$ cat config.mk
export PLATFORM = sky130hd
export DESIGN_NAME = msl_ctrl
export DESIGN_NICKNAME = d
export VERILOG_FILES = /design/src/design/msl_pkg.sv /design/src/design/msl_ctrl.sv
export SDC_FILE = /design/constraint.sdc
export NUM_CORES = 1
export LEC_CHECK = 0
export ABC_AREA = 1
export BUFFER_PORTS_ARGS = -buffer_cell sky130_fd_sc_hd__buf_2
export CAP_MARGIN = 10
export CORE_AREA = 8 8 45 47
export DETAILED_ROUTE_END_ITERATION = 8
export DIE_AREA = 0 0 53 55
export PLACE_DENSITY = 0.76
export REMOVE_ABC_BUFFERS = 1
export SLEW_MARGIN = 20
export SYNTH_ARGS = -nofsm -noshare
export SYNTH_HDL_FRONTEND = slang
export SYNTH_SLANG_ARGS = --single-unit
$ cat constraint.sdc
create_clock -name clk -period 2 [get_ports clk]
set_input_delay 0 -clock clk [delete_from_list [all_inputs] [get_ports clk]]
set_output_delay 0 -clock clk [all_outputs]
set_load 0.005 [all_outputs]
$ cat src/design/msl_pkg.sv
// Package for the single-linkage clustering block: controller states, command
// and status structs, fixed field widths. No dependencies.
package msl_pkg;

    localparam int DistW  = 32;
    localparam int IdW    = 7;

    typedef enum logic [4:0] {
        ST_LOAD,
        ST_INIT,
        ST_PRIM_START,
        ST_PRIM_RD,
        ST_PRIM_WAIT,
        ST_PRIM_UPD,
        ST_PRIM_END,
        ST_SORT_START,
        ST_SORT_RD,
        ST_SORT_CMP,
        ST_SORT_WR,
        ST_SORT_NEXT,
        ST_UF_RD,
        ST_UF_WAIT,
        ST_UF_FIND,
        ST_UF_EMIT
    } msl_state_t;

    // commands from controller to datapath
    typedef struct packed {
        logic load_wr;      // store an input distance
        logic load_clr;     // restart the load counter
        logic init_clr;     // clear tree flags, reach minima, parent links (sweep)
        logic prim_start;   // mark x in tree, reset candidate
        logic prim_rd;      // read distance (x, j)
        logic prim_upd;     // update reach and candidate for j
        logic prim_next_j;  // advance j
        logic prim_end;     // record edge i, x <= y, i++
        logic sort_start;   // begin insertion of edge i
        logic sort_rd;      // read edge k-1
        logic sort_shift;   // edge[k] <= edge[k-1], k--
        logic sort_place;   // edge[k] <= e, i++
        logic uf_rd;        // read edge i, start root walk
        logic uf_step;      // one walk step from the parent read
        logic uf_emit;      // write result, link roots, i++
        logic run_start;    // reset i counter
    } msl_cmd_t;

    // status back to controller
    typedef struct packed {
        logic load_done;    // last distance of the matrix stored
        logic init_done;    // clear sweep finished
        logic j_in_tree;    // current j already in tree
        logic j_last;       // j is last point
        logic i_last_prim;  // edge i is the last tree edge
        logic sort_done;    // insertion pass over all edges complete
        logic sort_move;    // edge k-1 is longer than the inserted edge
        logic k_zero;       // insertion point reached front
        logic roots_found;  // both root walks stopped
        logic out_busy;     // output register holds an item not yet taken
        logic run_last;     // the merge being emitted is the final one
    } msl_sts_t;

endpackage

$ cat src/design/msl_ctrl.sv
// Controller of the clustering block: sequences load, clear sweep, Prim's tree,
// stable insertion sort and union-find emission. Depends on msl_pkg.
module msl_ctrl
(
    input  logic                clk,
    input  logic                rst_n,
    input  logic                in_valid,
    output logic                in_ready,
    input  msl_pkg::msl_sts_t   sts,
    output msl_pkg::msl_cmd_t   cmd,
    output logic                busy
);

    msl_pkg::msl_state_t state_reg, state_next;

    // state register
    always_ff @(posedge clk or negedge rst_n)
    begin
        if (!rst_n)
            state_reg <= msl_pkg::ST_LOAD;
        else
            state_reg <= state_next;
    end

    // next state and commands
    always_comb
    begin
        state_next = state_reg;
        cmd        = '0;
        in_ready   = 1'b0;
        busy       = 1'b1;
        unique case (state_reg)
            msl_pkg::ST_LOAD:
            begin
                in_ready = 1'b1;
                busy     = 1'b0;
                if (in_valid)
                begin
                    cmd.load_wr = 1'b1;
                    if (sts.load_done)
                    begin
                        cmd.load_clr = 1'b1;
                        state_next   = msl_pkg::ST_INIT;
                    end
                end
            end
            msl_pkg::ST_INIT:
            begin
                cmd.init_clr = 1'b1;
                if (sts.init_done)
                begin
                    cmd.run_start = 1'b1;
                    state_next    = msl_pkg::ST_PRIM_START;
                end
            end
            msl_pkg::ST_PRIM_START:
            begin
                cmd.prim_start = 1'b1;
                state_next     = msl_pkg::ST_PRIM_RD;
            end
            msl_pkg::ST_PRIM_RD:
            begin
                cmd.prim_rd = 1'b1;
                state_next  = msl_pkg::ST_PRIM_WAIT;
            end
            msl_pkg::ST_PRIM_WAIT:
            begin
                state_next = msl_pkg::ST_PRIM_UPD;
            end
            msl_pkg::ST_PRIM_UPD:
            begin
                if (!sts.j_in_tree)
                    cmd.prim_upd = 1'b1;
                if (sts.j_last)
                    state_next = msl_pkg::ST_PRIM_END;
                else
                begin
                    cmd.prim_next_j = 1'b1;
                    state_next      = msl_pkg::ST_PRIM_RD;
                end
            end
            msl_pkg::ST_PRIM_END:
            begin
                cmd.prim_end = 1'b1;
                if (sts.i_last_prim)
                    state_next = msl_pkg::ST_SORT_START;
                else
                    state_next = msl_pkg::ST_PRIM_START;
            end
            msl_pkg::ST_SORT_START:
            begin
                if (sts.sort_done)
                begin
                    cmd.run_start = 1'b1;
                    state_next    = msl_pkg::ST_UF_RD;
                end
                else
                begin
                    cmd.sort_start = 1'b1;
                    state_next     = msl_pkg::ST_SORT_RD;
                end
            end
            msl_pkg::ST_SORT_RD:
            begin
                if (sts.k_zero)
                    state_next = msl_pkg::ST_SORT_WR;
                else
                begin
                    cmd.sort_rd = 1'b1;
                    state_next  = msl_pkg::ST_SORT_CMP;
                end
            end
            msl_pkg::ST_SORT_CMP:
            begin
                if (sts.sort_move)
                begin
                    cmd.sort_shift = 1'b1;
                    state_next     = msl_pkg::ST_SORT_RD;
                end
                else
                    state_next = msl_pkg::ST_SORT_WR;
            end
            msl_pkg::ST_SORT_WR:
            begin
                cmd.sort_place = 1'b1;
                state_next     = msl_pkg::ST_SORT_NEXT;
            end
            msl_pkg::ST_SORT_NEXT:
            begin
                state_next = msl_pkg::ST_SORT_START;
            end
            msl_pkg::ST_UF_RD:
            begin
                cmd.uf_rd  = 1'b1;
                state_next = msl_pkg::ST_UF_WAIT;
            end
            msl_pkg::ST_UF_WAIT:
            begin
                state_next = msl_pkg::ST_UF_FIND;
            end
            msl_pkg::ST_UF_FIND:
            begin
                // parent links are registered reads, so each step waits for its read
                if (sts.roots_found)
                    state_next = msl_pkg::ST_UF_EMIT;
                else
                begin
                    cmd.uf_step = 1'b1;
                    state_next  = msl_pkg::ST_UF_WAIT;
                end
            end
            msl_pkg::ST_UF_EMIT:
            begin
                if (!sts.out_busy)
                begin
                    cmd.uf_emit = 1'b1;
                    if (sts.run_last)
                        state_next = msl_pkg::ST_LOAD;
                    else
                        state_next = msl_pkg::ST_UF_RD;
                end
            end
            default:
                state_next = msl_pkg::ST_LOAD;
        endcase
    end

endmodule

==> impl_results.md <==
* Post-synthesis compound-gate area fraction at 0.0510
* Clock slew at the register clock pins of the worst setup and hold paths at 0.04 ns
* Critical path buffer and inverter count at 2
* Total design power at just under 0.9 mW
* Largest area contributor in the netlist: sky130_fd_sc_hd__nand2_1
* Setup Slack @ Placement at 0.722 ns
* Most frequently used cell type in the post-synthesis netlist: sky130_fd_sc_hd__nand2_1
* Avg Vias per Cell at roughly 4.7
* Routed vias at approximately 700
* Hpwl dp at 1400 um
* Final routed DRC violation total at 0
* #FFs+latches synth at 4
* Cells taking the most area after synthesis: sky130_fd_sc_hd__nand2_1, sky130_fd_sc_hd__dfrtp_1, sky130_fd_sc_hd__inv_1, sky130_fd_sc_hd__nor2_1, sky130_fd_sc_hd__nand3_1
* CTS tree: built
* Post-Synthesis Mean Instance Area at 5.15 um2
* Number of diodes at 0
* Portion of total power attributed to the clock network at 0.110
* Total wire length at 1610 um
* Max cap viols at 0
* Nets@finish at around 150
* Final setup vio count at 0
* Adder-cell share of the synthesized area at 0
* Max Transition Viols Final at 0
* Total number of H-tree levels at 1
* Launch instance of the worst register-to-register path: state_reg[2]
* Total clock sinks at 4
* Main combinational cell family by area after synthesis: simple AND/OR/NAND/NOR gates
* Standby leakage power at 0.510 nW
* Post-route clock period utilization at 0.654
* Ordered cell list for the critical path: inv_1 > nor2_2 > nand3_1 > nand2_1 > buf_2
* Power density normalized to cell area at 1240 nW/um2
* Start point of the worst hold path: sts[1]
* Final hold viol count at 0
* Fraction of registers with async set/reset at 1.00
* Maximum clock frequency at approximately 760 MHz
* Post-DRT Antenna Nets at 0
* Core area at around 1400 um2
* First-pass detailed-route iteration total at 4
* Synthesis-to-layout area growth at 40.3%
* Routed wirelength normalized by instance count at between 10 and 15 um
* WP data required at roughly 2.0 ns
* Top cell type's share of synthesized area at 0.262
* Die footprint at approximately 2900 um2
* Top cells by instance count after synthesis: sky130_fd_sc_hd__nand2_1, sky130_fd_sc_hd__inv_1, sky130_fd_sc_hd__nor2_1
* Post-synthesis instance area at between 500 and 600 um2
* Cell Count Post-Placement at approximately 150
* Maximum number of pins on one net before global-route repair at 8
* Violation count after the first detailed-route iteration at 19
* Wire length of the first global-routing pass at 2620 um
* Gate family responsible for the most delay along the worst path: flip-flops
* Worst-case hold slack at ~0.083 ns
* Worst slew slack as a fraction of its limit at 0.821
* Post-route minimum period at ~1.3 ns
* Number of top-level pins at 32
* Worst setup slack for register-to-register paths at approximately 0.70 ns
* Count of input and output buffers at 31
* Sequential area share after synthesis at 0.194
* Via count of the first global-routing pass at 683
* Number of antenna violations at the first check in global routing at 0
* Share of layout cells above drive strength 1 at 0.348
* Crit path setup slack, layout at between 0.6 and 0.7 ns
* Mux share of post-synthesis cell area at 0
* Sw Ratio at 0.540
* RSZ-0062 raised after global routing: false
* GRT Util Overall at 0.116
* Final weighted congestion in routability-driven placement at roughly 0.9
* Root Buffer: sky130_fd_sc_hd__clkbuf_4
* Power share of the sequential group at 0.202
* Worst-Margin Slew at approximately 0.27 ns
* Worst setup path startpoint: state_reg[2]
* Highest fanout seen on the critical path at 6
* Number of distinct standard cells referenced by the synthesized netlist at 14
* Number of buffers between clock root and the deepest sink at 2
* Highest-delay cell along the critical path: sky130_fd_sc_hd__dfrtp_1
* Chip Height at ~55 um
* Switching power of the nets at ~0.48 mW
* Critical Path AT at 1.31 ns
* Width of the die at 53 um
* Total congestion overflow at 0
* Int Power at 0.411 mW
* Gate Count Post-Synth at 100
* VDD IR-drop max at roughly 0.00069 V
* Initial Utilization at 0.373
* Synth Area in Simple Gates at 0.595
* Critical Path End Type: output port
* Kind of path behind the tightest hold check: in2reg
* Total Neg Setup Slack at 0 ns
* Post-synth EDFFs at 0
* Logic gate share of total power at 0.688
* Worst skew pair latency at 0.23 ns
* CP max stage delay at 0.43 ns
* CTS buffer count at 3
* Kind of launch point of the worst setup path: register
* Max reg flops at 4
* Clock skew after layout at approximately 0.0099 ns
* Worst setup path class: reg2out
* Dominant synthesized flop cell: sky130_fd_sc_hd__dfrtp_1
* Run status: completed
* Synthesis Warnings at 0
* Number of standard cells in the final layout excluding fillers at between 150 and 200
* Xor/xnor cell area share of the yosys netlist at 0
* Row cnt at 14
-- timing repair --
action	4_1_cts	5_1_grt
setup buffers	0	0
endpoints found under the hold margin	4	0
hold buffers	1	0
gates resized for setup	0	0
-- final cells by class --
cell class / instances / area (um2)
repair buffers: 32 / 165
flip-flops and latches: 4 / 100
multi-input cells: 74 / 333
inverters: 22 / 82.6
clock buffers: 3 / 22.5
fillers: 159 / 661
well taps: 16 / 20.0
-- cell families (layout without fill, tap and decap cells) --
group | after synthesis | in the layout
AND/OR/NAND/NOR | 70 | 70
AO/OA/AOI/OAI | 4 | 4
flip-flops | 4 | 4
buffers and inverters | 22 | 57
-- worst reg2reg max path: cells and delay by family, from the launching register on --
family	cells	cell delay, ns
buffers and inverters	2	0.14
flip-flops	1	0.43
AND/OR/NAND/NOR	6	0.66
-- worst paths after layout --
kind | end | cells after the start
min in group asynchronous | state_reg[2] | 2
max in group asynchronous | state_reg[1] | 2
min reg2reg | state_reg[1] | 7
max reg2reg | state_reg[0] | 8
max | cmd[0] | 5
min | state_reg[2] | 3
-- placed cells by master (no fill, tap or decap), drive strengths merged --
cell	netlist	final
dfrtp	4	4
clkbuf	0	3
nand3b	1	1
o21ai	2	2
a21oi	1	1
nand2	39	39
nand3	9	9
nor2	18	18
buf	0	31
o211ai	1	1
inv	22	22
dlygate4sd3	0	1
nor3	3	3
-- layer usage --
| metal | wire (um) | vias to the layer above | track usage |
|---|---|---|---|
| met5 | 0 | - | 0 |
| met4 | 12 | 0 | 0.0603 |
| met3 | 94 | 2 | 0.0214 |
| met2 | 862 | 16 | 0.238 |
| met1 | 636 | 307 | 0.104 |
| li1 | - | 378 | - |
-- through the flow --
stage | area, um2 | util
after detailed placement | 691 | 0.499
after CTS | 723 | 0.523
after floorplan | 515 | -
after global placement | 691 | 0.499
after global routing | 723 | 0.523
final | 723 | 0.523
-- power by group through the flow --
stage	Clock (mW)	Combinational (mW)	Sequential [mW]
6_report	0.0982	0.615	0.180
5_1_grt	0.109	0.713	0.184
4_1_cts	0.103	0.623	0.177
3_5_place_dp	0	0.617	0.178
3_3_place_gp	0	0.605	0.173
2_1_floorplan	0	0.432	0.166
No activity file was read; power rests on OpenSTA's default activity.
